File: config.mk
export PLATFORM = sky130hd
export DESIGN_NAME = assoc_cache_fifo_lru_hit_counter_core
export DESIGN_NICKNAME = d
export VERILOG_FILES = /design/src/hw/rtl/achc_pkg.sv /design/src/hw/rtl/achc_queue.sv /design/src/hw/rtl/achc_front.sv /design/src/hw/rtl/achc_back.sv /design/src/hw/rtl/assoc_cache_fifo_lru_hit_counter_core.sv
export VERILOG_INCLUDE_DIRS = /design/src /design/src/hw/rtl
export SDC_FILE = /design/constraint.sdc
export NUM_CORES = 1
export LEC_CHECK = 0
export ABC_AREA = 0
export BUFFER_PORTS_ARGS = -buffer_cell sky130_fd_sc_hd__buf_2
export CAP_MARGIN = 25
export CORE_ASPECT_RATIO = 1.4
export CORE_MARGIN = 2
export CORE_UTILIZATION = 50
export CTS_BUF_LIST = sky130_fd_sc_hd__clkbuf_8
export DETAILED_ROUTE_END_ITERATION = 7
export MAX_ROUTING_LAYER = met4
export PLACE_DENSITY = 0.67
export SYNTH_ARGS = -nofsm -noshare
export SYNTH_HDL_FRONTEND = slang
export SYNTH_SLANG_ARGS = --single-unit
File: constraint.sdc
create_clock -name clk -period 4.4 [get_ports clk]
set_input_delay 0.44 -clock clk [delete_from_list [all_inputs] [get_ports clk]]
set_output_delay 0.44 -clock clk [all_outputs]
set_load 0.02 [all_outputs]
File: src/hw/rtl/assoc_cache_fifo_lru_hit_counter_core_macros.svh
// Assertion macros shared by the cache hit counter RTL.
// Depends on nothing; included by the top level only.
`ifndef ASSOC_CACHE_FIFO_LRU_HIT_COUNTER_CORE_MACROS_SVH
`define ASSOC_CACHE_FIFO_LRU_HIT_COUNTER_CORE_MACROS_SVH

// The condition must hold at every clock edge outside reset.
`define ACHC_ASSERT_ALWAYS(label, clk, rst_n, cond) \
	label: assert property (@(posedge clk) disable iff (!rst_n) (cond)) \
		else $error("achc: invariant violated");

// Whenever the antecedent holds, the consequent must hold in the same cycle.
`define ACHC_ASSERT_IMPL(label, clk, rst_n, ante, cons) \
	label: assert property (@(posedge clk) disable iff (!rst_n) (ante) |-> (cons)) \
		else $error("achc: implication violated");

`endif

File: src/hw/rtl/achc_pkg.sv
// Shared types and constants for the cache hit counter.
// Used by every module of the block; depends on nothing.
package achc_pkg;

	// Configuration port geometry.
	localparam int unsigned CFG_IDX_W  = 2;
	localparam int unsigned CFG_DATA_W = 8;
	localparam int unsigned ENTRIES_W  = 6;
	localparam int unsigned MEMSIZE_W  = 8;
	localparam int unsigned TOTAL_W    = 16;
	localparam int unsigned QUEUE_DEPTH = 2;

	// Register indexes.
	localparam logic [CFG_IDX_W-1:0] REG_CACHE_ENTRIES = 2'd0;
	localparam logic [CFG_IDX_W-1:0] REG_POLICY        = 2'd1;
	localparam logic [CFG_IDX_W-1:0] REG_MEMORY_BLOCKS = 2'd2;

	// Register reset values.
	localparam logic [ENTRIES_W-1:0] ENTRIES_RESET = 6'd8;
	localparam logic [MEMSIZE_W-1:0] MEMSIZE_RESET = 8'd128;

	// Replacement policy codes.
	typedef enum logic {
		POL_FIFO = 1'b0,
		POL_LRU  = 1'b1
	} policy_t;

	// Control from the configuration registers to the back end.
	typedef struct packed {
		logic    flush;
		policy_t policy;
	} back_ctl_t;

endpackage

File: src/hw/rtl/achc_queue.sv
// Small FIFO queue that decouples the front end from the back end.
// Uses achc_pkg for its depth.
module achc_queue #(
	parameter int unsigned WIDTH = 8
) (
	input  logic             clk,
	input  logic             arst_n,
	input  logic             push,
	input  logic [WIDTH-1:0] push_data,
	input  logic             pop,
	output logic [WIDTH-1:0] pop_data,
	output logic             full,
	output logic             empty
);

	localparam int unsigned DEPTH = achc_pkg::QUEUE_DEPTH;
	localparam int unsigned PTR_W = (DEPTH > 1) ? $clog2(DEPTH) : 1;
	localparam int unsigned CNT_W = $clog2(DEPTH + 1);

	logic [WIDTH-1:0] mem_q [DEPTH];
	logic [PTR_W-1:0] wr_ptr_q;
	logic [PTR_W-1:0] rd_ptr_q;
	logic [CNT_W-1:0] count_q;

	assign full     = (count_q == CNT_W'(DEPTH));
	assign empty    = (count_q == '0);
	assign pop_data = mem_q[rd_ptr_q];

	// Storage is written at the tail; payload needs no reset.
	always_ff @(posedge clk) begin
		if (push) begin
			mem_q[wr_ptr_q] <= push_data;
		end
	end

	// Pointers wrap at the queue depth.
	always_ff @(posedge clk or negedge arst_n) begin
		if (!arst_n) begin
			wr_ptr_q <= '0;
			rd_ptr_q <= '0;
			count_q  <= '0;
		end else begin
			if (push) begin
				wr_ptr_q <= (wr_ptr_q == PTR_W'(DEPTH - 1)) ? '0 : wr_ptr_q + PTR_W'(1);
			end
			if (pop) begin
				rd_ptr_q <= (rd_ptr_q == PTR_W'(DEPTH - 1)) ? '0 : rd_ptr_q + PTR_W'(1);
			end
			case ({push, pop})
				2'b10:   count_q <= count_q + CNT_W'(1);
				2'b01:   count_q <= count_q - CNT_W'(1);
				default: count_q <= count_q;
			endcase
		end
	end

endmodule

File: src/hw/rtl/achc_front.sv
// Front end: accepts block references, flags those beyond memory size.
// Uses achc_pkg; feeds achc_queue.
module achc_front #(
	parameter int unsigned BLOCK_BITS = 7
) (
	input  logic                              clk,
	input  logic                              arst_n,
	input  logic                              in_valid,
	output logic                              in_ready,
	input  logic [BLOCK_BITS-1:0]             block_number,
	input  logic [achc_pkg::MEMSIZE_W-1:0]    memory_blocks,
	input  logic                              queue_full,
	output logic                              push,
	output logic [BLOCK_BITS:0]               push_data
);

	localparam int unsigned CMP_W =
		(BLOCK_BITS > achc_pkg::MEMSIZE_W) ? BLOCK_BITS : achc_pkg::MEMSIZE_W;

	logic                  valid_s1;
	logic                  oor_s1;
	logic [BLOCK_BITS-1:0] blk_s1;
	logic                  in_fire;
	logic                  oor;

	// A reference at or above the memory size is flagged and later ignored.
	assign oor = (CMP_W'(block_number) >= CMP_W'(memory_blocks));

	assign push      = valid_s1 && !queue_full;
	assign in_ready  = !valid_s1 || !queue_full;
	assign in_fire   = in_valid && in_ready;
	assign push_data = {oor_s1, blk_s1};

	// Classified item register.
	always_ff @(posedge clk) begin
		if (in_fire) begin
			blk_s1 <= block_number;
			oor_s1 <= oor;
		end
	end

	always_ff @(posedge clk or negedge arst_n) begin
		if (!arst_n) begin
			valid_s1 <= 1'b0;
		end else if (in_fire) begin
			valid_s1 <= 1'b1;
		end else if (push) begin
			valid_s1 <= 1'b0;
		end
	end

endmodule

File: src/hw/rtl/achc_back.sv
// Back end: parallel tag lookup, FIFO or LRU update, saturating counts.
// Uses achc_pkg; pops items from achc_queue.
module achc_back #(
	parameter int unsigned MAX_ENTRIES = 32,
	parameter int unsigned BLOCK_BITS  = 7,
	parameter int unsigned COUNT_BITS  = 16,
	parameter int unsigned EW          = $clog2(MAX_ENTRIES + 1)
) (
	input  logic                             clk,
	input  logic                             arst_n,
	input  achc_pkg::back_ctl_t              ctl,
	input  logic [EW-1:0]                    active_slots,
	input  logic                             queue_empty,
	input  logic [BLOCK_BITS:0]              pop_data,
	output logic                             pop,
	output logic                             out_valid,
	input  logic                             out_ready,
	output logic                             hit,
	output logic                             out_of_range,
	output logic [achc_pkg::TOTAL_W-1:0]     hit_total,
	output logic [achc_pkg::TOTAL_W-1:0]     reference_total
);

	localparam int unsigned PW = (MAX_ENTRIES > 1) ? $clog2(MAX_ENTRIES) : 1;

	logic [BLOCK_BITS-1:0] tag_q   [MAX_ENTRIES];
	logic [BLOCK_BITS-1:0] tag_d   [MAX_ENTRIES];
	logic [MAX_ENTRIES-1:0] valid_q;
	logic [MAX_ENTRIES-1:0] valid_d;
	logic [MAX_ENTRIES-1:0] act;
	logic [MAX_ENTRIES-1:0] match;
	logic [MAX_ENTRIES-1:0] below;
	logic [EW-1:0]          fill_q;
	logic [EW-1:0]          fill_d;
	logic [PW-1:0]          oldest_q;
	logic [PW-1:0]          oldest_d;
	logic [PW-1:0]          oldest_use;
	logic [EW-1:0]          oldest_inc;
	logic [PW-1:0]          dst;
	logic [COUNT_BITS-1:0]  hit_cnt_q;
	logic [COUNT_BITS-1:0]  ref_cnt_q;
	logic                   out_valid_q;
	logic                   hit_q;
	logic                   oor_q;
	logic [BLOCK_BITS-1:0]  blk;
	logic                   oor;
	logic                   upd;
	logic                   found;
	logic                   fifo_full;

	assign blk = pop_data[BLOCK_BITS-1:0];
	assign oor = pop_data[BLOCK_BITS];
	assign pop = !queue_empty && (!out_valid_q || out_ready);
	assign upd = pop && !oor;

	// Compare every active slot against the reference at once.
	always_comb begin
		for (int i = 0; i < MAX_ENTRIES; i++) begin
			act[i]   = (EW'(i) < active_slots);
			match[i] = valid_q[i] && act[i] && (tag_q[i] == blk);
		end
		below[0] = 1'b0;
		for (int i = 1; i < MAX_ENTRIES; i++) begin
			below[i] = below[i-1] || match[i-1];
		end
		found = |match;
	end

	// FIFO victim: the next free slot, otherwise the oldest one.
	always_comb begin
		fifo_full  = !(fill_q < active_slots);
		oldest_use = (EW'(oldest_q) >= active_slots) ? '0 : oldest_q;
		oldest_inc = EW'(oldest_use) + EW'(1);
		dst        = fifo_full ? oldest_use : fill_q[PW-1:0];
	end

	// Next slot contents for both policies.
	always_comb begin
		tag_d    = tag_q;
		valid_d  = valid_q;
		fill_d   = fill_q;
		oldest_d = oldest_q;
		if (upd) begin
			if (ctl.policy == achc_pkg::POL_FIFO) begin
				if (!found) begin
					for (int i = 0; i < MAX_ENTRIES; i++) begin
						if (PW'(i) == dst) begin
							tag_d[i]   = blk;
							valid_d[i] = 1'b1;
						end
					end
					if (fifo_full) begin
						oldest_d = (oldest_inc >= active_slots) ? '0 : oldest_inc[PW-1:0];
					end else begin
						fill_d = fill_q + EW'(1);
					end
				end
			end else begin
				// Entries up to the hit slot, or all active ones on a miss, move down.
				for (int i = 1; i < MAX_ENTRIES; i++) begin
					if (act[i] && !below[i]) begin
						tag_d[i]   = tag_q[i-1];
						valid_d[i] = valid_q[i-1];
					end
				end
				tag_d[0]   = blk;
				valid_d[0] = 1'b1;
			end
		end
	end

	// Tag storage needs no reset; the valid bits guard it.
	always_ff @(posedge clk) begin
		tag_q <= tag_d;
		if (pop) begin
			hit_q <= found && !oor;
			oor_q <= oor;
		end
	end

	// Control state, flush on a policy or size write, saturating counts.
	always_ff @(posedge clk or negedge arst_n) begin
		if (!arst_n) begin
			valid_q     <= '0;
			fill_q      <= '0;
			oldest_q    <= '0;
			hit_cnt_q   <= '0;
			ref_cnt_q   <= '0;
			out_valid_q <= 1'b0;
		end else begin
			if (ctl.flush) begin
				valid_q  <= '0;
				fill_q   <= '0;
				oldest_q <= '0;
			end else begin
				valid_q  <= valid_d;
				fill_q   <= fill_d;
				oldest_q <= oldest_d;
			end
			if (upd && (ref_cnt_q != '1)) begin
				ref_cnt_q <= ref_cnt_q + COUNT_BITS'(1);
			end
			if (upd && found && (hit_cnt_q != '1)) begin
				hit_cnt_q <= hit_cnt_q + COUNT_BITS'(1);
			end
			if (pop) begin
				out_valid_q <= 1'b1;
			end else if (out_ready) begin
				out_valid_q <= 1'b0;
			end
		end
	end

	assign out_valid       = out_valid_q;
	assign hit             = hit_q;
	assign out_of_range    = oor_q;
	assign hit_total       = achc_pkg::TOTAL_W'(hit_cnt_q);
	assign reference_total = achc_pkg::TOTAL_W'(ref_cnt_q);

endmodule

File: src/hw/rtl/assoc_cache_fifo_lru_hit_counter_core.sv
// Top level of the fully associative cache hit counter (FIFO or LRU).
// Depends on achc_pkg, achc_front, achc_queue, achc_back and the macro header.
// Flow: out_valid rises once an accepted item has passed the front register, the queue and
// the back end's result register.
// Throughput: one item per cycle while out_ready holds; the parallel lookup and update set it.
// Reset (arst_n low, asynchronous): all slots invalid, counts zero, registers at
// 8 entries, FIFO policy, 128 memory blocks; no clearing pass is needed.
`include "assoc_cache_fifo_lru_hit_counter_core_macros.svh"

module assoc_cache_fifo_lru_hit_counter_core #(
	parameter int unsigned MAX_ENTRIES = 32,
	parameter int unsigned BLOCK_BITS  = 7,
	parameter int unsigned COUNT_BITS  = 16
) (
	input  logic                              clk,
	input  logic                              arst_n,
	input  logic                              cfg_wen,
	input  logic [achc_pkg::CFG_IDX_W-1:0]    cfg_index,
	input  logic [achc_pkg::CFG_DATA_W-1:0]   cfg_wdata,
	input  logic                              in_valid,
	output logic                              in_ready,
	input  logic [BLOCK_BITS-1:0]             block_number,
	output logic                              out_valid,
	input  logic                              out_ready,
	output logic                              hit,
	output logic                              out_of_range,
	output logic [achc_pkg::TOTAL_W-1:0]      hit_total,
	output logic [achc_pkg::TOTAL_W-1:0]      reference_total
);

	localparam int unsigned EW = $clog2(MAX_ENTRIES + 1);
	localparam int unsigned NW = (EW > achc_pkg::ENTRIES_W) ? EW : achc_pkg::ENTRIES_W;

	logic [achc_pkg::ENTRIES_W-1:0] entries_q;
	logic [achc_pkg::MEMSIZE_W-1:0] mem_blocks_q;
	achc_pkg::policy_t              policy_q;
	achc_pkg::back_ctl_t            ctl;
	logic [NW-1:0]                  entries_ext;
	logic [EW-1:0]                  active_slots;
	logic                           q_push;
	logic                           q_pop;
	logic                           q_full;
	logic                           q_empty;
	logic [BLOCK_BITS:0]            q_push_data;
	logic [BLOCK_BITS:0]            q_pop_data;

	// Register write decode; a write to the size or policy register flushes the cache.
	always_comb begin
		ctl.policy = policy_q;
		ctl.flush  = 1'b0;
		if (cfg_wen) begin
			unique case (cfg_index) inside
				achc_pkg::REG_CACHE_ENTRIES, achc_pkg::REG_POLICY: ctl.flush = 1'b1;
				default: ctl.flush = 1'b0;
			endcase
		end
	end

	always_ff @(posedge clk or negedge arst_n) begin
		if (!arst_n) begin
			entries_q    <= achc_pkg::ENTRIES_RESET;
			policy_q     <= achc_pkg::POL_FIFO;
			mem_blocks_q <= achc_pkg::MEMSIZE_RESET;
		end else if (cfg_wen) begin
			unique case (cfg_index)
				achc_pkg::REG_CACHE_ENTRIES:
					entries_q <= cfg_wdata[achc_pkg::ENTRIES_W-1:0];
				achc_pkg::REG_POLICY:
					policy_q <= achc_pkg::policy_t'(cfg_wdata[0]);
				achc_pkg::REG_MEMORY_BLOCKS:
					mem_blocks_q <= cfg_wdata[achc_pkg::MEMSIZE_W-1:0];
				default: begin
				end
			endcase
		end
	end

	// Active slot count: zero acts as one, large values are capped.
	always_comb begin
		entries_ext = NW'(entries_q);
		if (entries_ext == '0) begin
			active_slots = EW'(1);
		end else if (entries_ext > NW'(MAX_ENTRIES)) begin
			active_slots = EW'(MAX_ENTRIES);
		end else begin
			active_slots = entries_ext[EW-1:0];
		end
	end

	achc_front #(
		.BLOCK_BITS (BLOCK_BITS)
	) u_front (
		.clk           (clk),
		.arst_n        (arst_n),
		.in_valid      (in_valid),
		.in_ready      (in_ready),
		.block_number  (block_number),
		.memory_blocks (mem_blocks_q),
		.queue_full    (q_full),
		.push          (q_push),
		.push_data     (q_push_data)
	);

	achc_queue #(
		.WIDTH (BLOCK_BITS + 1)
	) u_queue (
		.clk       (clk),
		.arst_n    (arst_n),
		.push      (q_push),
		.push_data (q_push_data),
		.pop       (q_pop),
		.pop_data  (q_pop_data),
		.full      (q_full),
		.empty     (q_empty)
	);

	achc_back #(
		.MAX_ENTRIES (MAX_ENTRIES),
		.BLOCK_BITS  (BLOCK_BITS),
		.COUNT_BITS  (COUNT_BITS),
		.EW          (EW)
	) u_back (
		.clk             (clk),
		.arst_n          (arst_n),
		.ctl             (ctl),
		.active_slots    (active_slots),
		.queue_empty     (q_empty),
		.pop_data        (q_pop_data),
		.pop             (q_pop),
		.out_valid       (out_valid),
		.out_ready       (out_ready),
		.hit             (hit),
		.out_of_range    (out_of_range),
		.hit_total       (hit_total),
		.reference_total (reference_total)
	);

	// The queue is never written when full nor read when empty.
	`ACHC_ASSERT_IMPL(a_no_push_full, clk, arst_n, q_push, !q_full)
	`ACHC_ASSERT_IMPL(a_no_pop_empty, clk, arst_n, q_pop, !q_empty)
	// An ignored reference never reports a hit.
	`ACHC_ASSERT_IMPL(a_oor_no_hit, clk, arst_n, out_valid && out_of_range, !hit)
	// The active slot count stays within the cache.
	`ACHC_ASSERT_ALWAYS(a_slots_range, clk, arst_n,
		(active_slots != '0) && (active_slots <= EW'(MAX_ENTRIES)))

endmodule

==> reports/qor.yml, run 1 <==
run_status:
  status: "finished clean"
synthesis:
  synth_edf_count: 250
  synth_common_cells: "a21oi_1 (254), inv_1 (253), edfxtp_1 (250)"
  synthDistinctLibCells: 82
  yosysTopAreaCellShare_pct: 39.7
  syn_area_um2: 18900
  yosysWarnings: 0
  yosysSeqAreaShare_pct: 52.4
  ys_top_cells_by_area: "edfxtp_1 (40%), dfrtp_1 (12%), xnor2_1 (11%)"
  syn_nets: 1850
  yosysMostFrequentCell: "a21oi_1"
  yosysTopAreaCell: "edfxtp_1"
  async_flop_share_pct: 27.7
  synth_cells: 1800
  syn_avg_cell_area_um2: 10.5
  synth_seq_cells: 346
  synthFlopType: "edfxtp_1"
sta:
  timing.fmax_ghz: 0.239
  setup_ws_ns: 0.220
  fin_crit_sh_pct: 95.0
  slew_viol_final: 0
  tightest_slew_ns: 1.20
  fin_tns_setup_ns: 0
  rsz0062_at_grt: "false"
  clock_skew_ns: 0.0233
  finalHoldViolCount: 0
  relSlewSlack_pct: 19.7
  setup_violations: 0
  period_needed_ns: 4.18
cts:
  numCtsBuffers: 51
  htree_levels: 2
  clk_pin_slew_ns: 0.07
  clk_latency_ns: 0.60
  cts_root_buffer: "clkbuf_8"
  tritoncts: "yes"
  clkSinkCount: 346
  cts_buffer_depth: 3
power:
  p_int_mw: 7.83
  power_density_nw_per_um2: 606
  p_leak_nw: 8.50
  power_switching_mw: 4.89
  p_seq_share_pct: 38.3
  ir_drop_v: 0.000448
  pwr-share-comb_pct: 41.0
  p_clk_share_pct: 20.7
  switching_share_pct: 38.5
critical_path:
  r2r_cells: 10
  path_max_fanout: 16
  critical_path_required_ns: 4.70
  worst_r2r_startpoint: "entries_ext[4]"
  crit_type: "reg -> reg"
  worstPathArrival_ns: 4.48
  endpoint: "u_back.tag_q[157]"
  critPathCaptureType: "flip-flop"
  startpoint: "entries_ext[4]"
  r2r_slack_ns: 0.22
  worstSetupStartpointType: "flip-flop"
  rr_endpoint: "u_back.tag_q[157]"
min_path:
  hold_path_depth: 2
  min_path_type: "in -> reg"
placement:
  port_buffers: 57
  dp.cells: 2294
  finalWeightedCongestion: 0.936
  pre_cts_ws_ns: 0.151
  hpwlAfterDp_mm: 32.8
  place_area_um2: 19900
grt:
  overflow: 0
  grt_pass1_vias: 14185
  track_usage_pct: 26.3
  grt_pass1_wl_mm: 77.8
  grt_antenna_before_repair: 0
  grt_max_degree: 240
cells_and_area:
  final_core_util_pct: 56.1
  layout.nets: 1928
  stdcell_count: 2390
  drive_above_1_share_pct: 13.7
  antenna_cells: 0
  final_area_um2: 21000
  area_delta_synth_final_pct: 11.0
route:
  vias: 13761
  wl_mm: 50.0
  drt_iter0_markers: 997
  drc: 0
  ant_nets: 0
  vias_per_cell: 5.76
  dr.pass1.iters: 5
  wl_per_cell_um: 20.9
floorplan:
  die_h_um: 234
  dieArea_um2: 39400
  rows: 84
  ios: 58
  coreArea_um2: 37400
  start_util_pct: 50.6
  die_w_um: 168
job:
  drv_cap: 0
-- cell type report --
class | instances | area, um2
clock buffer | 64 | 881
clock inverter | 28 | 143
fill | 3180 | 16400
inverter | 255 | 957
multi-input combinational | 1102 | 7560
sequential | 346 | 9920
tap | 473 | 592
timing repair buffer | 122 | 951
-- state kept, by name, indices dropped and copies added (netlist names) --
signal and count:
u_back.out_of_range 1, u_back.hit_total 16, u_back.reference_total 16, u_queue.mem_q 16
u_back.tag_q 224, policy_q 1, u_back.hit 1, u_queue.count_q 2
u_back.out_valid 1, u_front.blk_s1 7, entries_ext 6, u_back.oldest_q 5
u_back.valid_q 32, u_queue.wr_ptr_q 1, mem_blocks_q 8, u_front.oor_s1 1
u_back.fill_q 6, u_queue.rd_ptr_q 1, u_front.valid_s1 1
-- cells in the final DEF (no fill, tap or decap), types with 6 or more instances in the layout --
master,Yosys,routed
nand3_1,43,43
o31a_1,10,10
o21ai_0,15,15
ha_1,28,28
nor2b_1,8,7
nand4_1,37,37
mux2i_4,7,7
or2_2,7,7
nor3_1,34,34
a21o_1,6,6
a21oi_1,254,254
buf_2,8,56
nor4_1,43,42
nor2_1,79,72
nand2_1,71,71
or3_1,6,6
dfrtp_1,94,93
a22oi_1,6,6
nand2b_1,10,10
mux2_2,15,15
clkbuf_8,0,64
clkinv_2,0,6
a31oi_1,9,9
mux2i_1,6,6
buf_12,0,9
edfxtp_1,250,250
o21a_1,26,26
xnor2_1,244,244
and2_1,20,20
xor2_1,17,17
buf_4,2,53
or4_1,10,10
inv_1,253,270
and3_1,10,10
-- routing by layer --
layer  GRT usage, %  part of all wire [%]
met5              -                     0
met4           13.2                   5.2
met3           3.70                   5.5
met2           45.6                    51
met1           29.8                    39
-- per-stage QoR --
step	hold WS [ns]	total power [mW]
after floorplan	0.144	8.52
after global placement	0.423	9.94
after detailed placement	0.431	10.1
after CTS	0.00539	12.7
after global routing	0.0277	13.4
final	0.0446	12.7
-- cell families after synthesis --
kind of cell / Yosys count / synth area share [%]
simple gates: 412 / 12.1
compound gates: 372 / 11.5
buf+inv: 352 / 7.95
flops: 346 / 52.4
xor+xnor: 262 / 12.2
mux: 28 / 2.04
fa+ha+maj: 28 / 1.85
-- timing repair --
action                                  CTS  global route
hold buffers                              1             0
buffers inserted                          0             0
endpoints found under the setup margin    0           108
resized for setup                         0             4
endpoints found under the hold margin     3             0
-- power groups by stage --
stage               Combinational (mW)  Sequential (mW)  Clock [mW]
floorplan                         3.69             4.82           0
global placement                  5.04             4.90           0
detailed placement                5.13             4.92           0
CTS                               5.16             4.86        2.68
global route                      5.65             4.93        2.79
finish                            5.22             4.87        2.64
-- worst max-delay path: stages (launching register included) --
cell,delay [ns]
dfrtp_1,0.58
or2_2,0.48
a21oi_1,0.49
nor4_1,0.10
nand3_1,0.17
nand4_2,0.27
nor3_2,0.42
nand4_2,0.19
a21o_1,0.50
nor3_1,0.43
buf_4,0.24
-- worst min path at each step --
stage / slack, ns / from / endpoint
final: 0.04 / out_ready / u_back.out_valid
after CTS: 0.005 / block_number[5] / u_front.blk_s1[5]
after detailed placement: 0.43 / u_front.blk_s1[2] / u_queue.mem_q[1][2]
after global placement: 0.42 / u_front.blk_s1[5] / u_queue.mem_q[0][5]
after global routing: 0.03 / block_number[5] / u_front.blk_s1[5]
after floorplan: 0.14 / arst_n / entries_ext[0]
(Power assumes the default switching activity.)
==> inputs of run 2 (changes only) <==
--- a/config.mk
+++ b/config.mk
@@ -14,8 +14,10 @@
 export CORE_UTILIZATION = 50
 export CTS_BUF_LIST = sky130_fd_sc_hd__clkbuf_8
 export DETAILED_ROUTE_END_ITERATION = 7
+export HOLD_SLACK_MARGIN = 0.08
 export MAX_ROUTING_LAYER = met4
 export PLACE_DENSITY = 0.67
 export SYNTH_ARGS = -nofsm -noshare
 export SYNTH_HDL_FRONTEND = slang
 export SYNTH_SLANG_ARGS = --single-unit
+export TNS_END_PERCENT = 5
==> run 2 against run 1 <==
Effect of this change: clock-buffer cell count did not move; clock power about the same; combinational power about the same; via count grew 0.39%; routed wire length increased by 0.42%; register-to-register slack improved by 0.03 ns; global-route usage increased by 0.17 points; largest power group unchanged.
==> reports/qor.yml, run 2 (synthesis results as in run 1) <==
min_path:
  min_path_type: "in -> reg"
  hold_start: "cfg_wdata[3]"
power:
  p_clk_share_pct: 20.7
  p_seq_share_pct: 38.2
  power_density_nw_per_um2: 602
  p_total_mw: 12.7
  power_switching_mw: 4.89
  ir_drop_v: 0.000447
  pwr-share-comb_pct: 41.1
  p_int_mw: 7.84
  switching_share_pct: 38.5
  p_leak_nw: 8.56
floorplan:
  start_util_pct: 50.6
  die_w_um: 168
  ios: 58
  coreArea_um2: 37400
  rows: 84
  dieArea_um2: 39400
  die_h_um: 234
cells_and_area:
  area_delta_synth_final_pct: 11.7
  layout_common_cells: "inv_1 (270), a21oi_1 (254), edfxtp_1 (250), xnor2_1 (244), dfrtp_1 (93)"
  final_core_util_pct: 56.5
  final_common_cell: "inv_1"
  reg_top3: "u_back.tag_q x224, u_back.valid_q x32"
  largest_reg_flops: 224
  n_fill_cell: 3163
  regMostFlops: "u_back.tag_q"
  antenna_cells: 0
  layout.nets: 1942
  drive_above_1_share_pct: 13.6
grt:
  grt_pass1_vias: 14281
  track_usage_pct: 26.4
  grt_max_degree: 240
  grt_pass1_wl_mm: 78.3
  overflow: 0
  grt_antenna_before_repair: 0
sta:
  slew_viol_final: 0
  tightest_slew_ns: 1.22
  holdWs_ns: 0.114
  period_needed_ns: 4.15
  fin_tns_setup_ns: 0
  clock_skew_ns: 0.0213
  rsz0062_at_grt: "false"
  finalHoldViolCount: 0
  setup_ws_ns: 0.253
  relSlewSlack_pct: 19.0
  fin_crit_sh_pct: 94.3
  timing.fmax_ghz: 0.241
  setup_violations: 0
route:
  wl_mm: 50.2
  dr.pass1.iters: 5
  vias: 13815
  drt_iter0_markers: 995
  ant_nets: 0
  vias_per_cell: 5.75
  wl_per_cell_um: 20.9
  drc: 0
job:
  drv_cap: 0
placement:
  port_buffers: 57
  pre_cts_ws_ns: 0.151
  hpwlAfterDp_mm: 32.8
  finalWeightedCongestion: 0.936
cts:
  htree_levels: 2
  clk_pin_slew_ns: 0.07
  tritoncts: "yes"
  cts_root_buffer: "clkbuf_8"
  clkSinkCount: 346
  numCtsBuffers: 51
  clk_latency_ns: 0.60
  cts_buffer_depth: 3
  cts_setup_buffers: 0
critical_path:
  critPathCaptureType: "flip-flop"
  worstSetupStartpointType: "flip-flop"
  startpoint: "entries_ext[4]"
  worst_r2r_startpoint: "entries_ext[4]"
  worstPathArrival_ns: 4.45
  crit_type: "reg -> reg"
  path_max_fanout: 16
  critical_path_required_ns: 4.70
run_status:
  status: "finished clean"
==> run 2: cell types whose count changed in the layout (fill, tap and decap cells not counted) <==
cell           change
dlygate4sd3_1     +14
==> run 2: repair_timing <==
item / in CTS / in global routing
endpoints found under the setup margin: 0 / 108
hold endpoints to repair: 84 / 0
gates resized for setup: 0 / 4
hold buffers: 15 / 0
==> run 2: metal layers <==
layer  vias up  track usage (%)  wire length, um
li1       6396                -                -
met1      6729             29.9            19300
met2       522             46.0            25600
met3       168             3.73             2780
met4         0             13.2             2560
met5         -                -                0
==> run 2: worst paths after layout <==
check                      cells past startpoint  slack [ns]              endpoint
max                                           10        0.25     u_back.tag_q[157]
min                                            2        0.11        entries_ext[3]
max reg2reg                                   10        0.25     u_back.tag_q[157]
min reg2reg                                    0        0.45   u_queue.mem_q[1][6]
max in group asynchronous                      4        3.20    u_back.valid_q[31]
min in group asynchronous                      2        0.20  u_back.hit_total[13]
==> run 2: power by group through the flow <==
stage / Sequential (mW) / Clock, mW / Combinational (mW)
final: 4.87 / 2.64 / 5.23
after detailed placement: 4.92 / 0 / 5.13
after global placement: 4.90 / 0 / 5.04
after floorplan: 4.82 / 0 / 3.69
after CTS: 4.86 / 2.68 / 5.17
after global routing: 4.93 / 2.79 / 5.66
==> run 2: through the flow <==
step | area, um2 | instances
floorplan | 18900 | 1800
finish | 21100 | 2404
global route | 21100 | 2404
global placement | 19800 | 2293
CTS | 21000 | 2401
detailed placement | 19900 | 2294
==> run 2: final cells by class <==
cell class                      count  area, um2  share of cell area (%)
Clock buffer                       64        881                    4.17
Clock inverter                     28        143                   0.675
Inverter                          255        957                    4.53
Multi-Input combinational cell   1102       7560                    35.8
Sequential cell                   346       9920                    46.9
Tap cell                          473        592                    2.80
Timing Repair Buffer              136       1090                    5.16
==> run 2: worst max-delay path, stage by stage, from the launching register on <==
cell and delay, ns:
dfrtp_1 0.57, or2_2 0.47, a21oi_1 0.48, nor4_1 0.10, nand3_1 0.17, nand4_2 0.27, nor3_2 0.43, nand4_2 0.18
a21o_1 0.49, nor3_1 0.43, buf_4 0.24
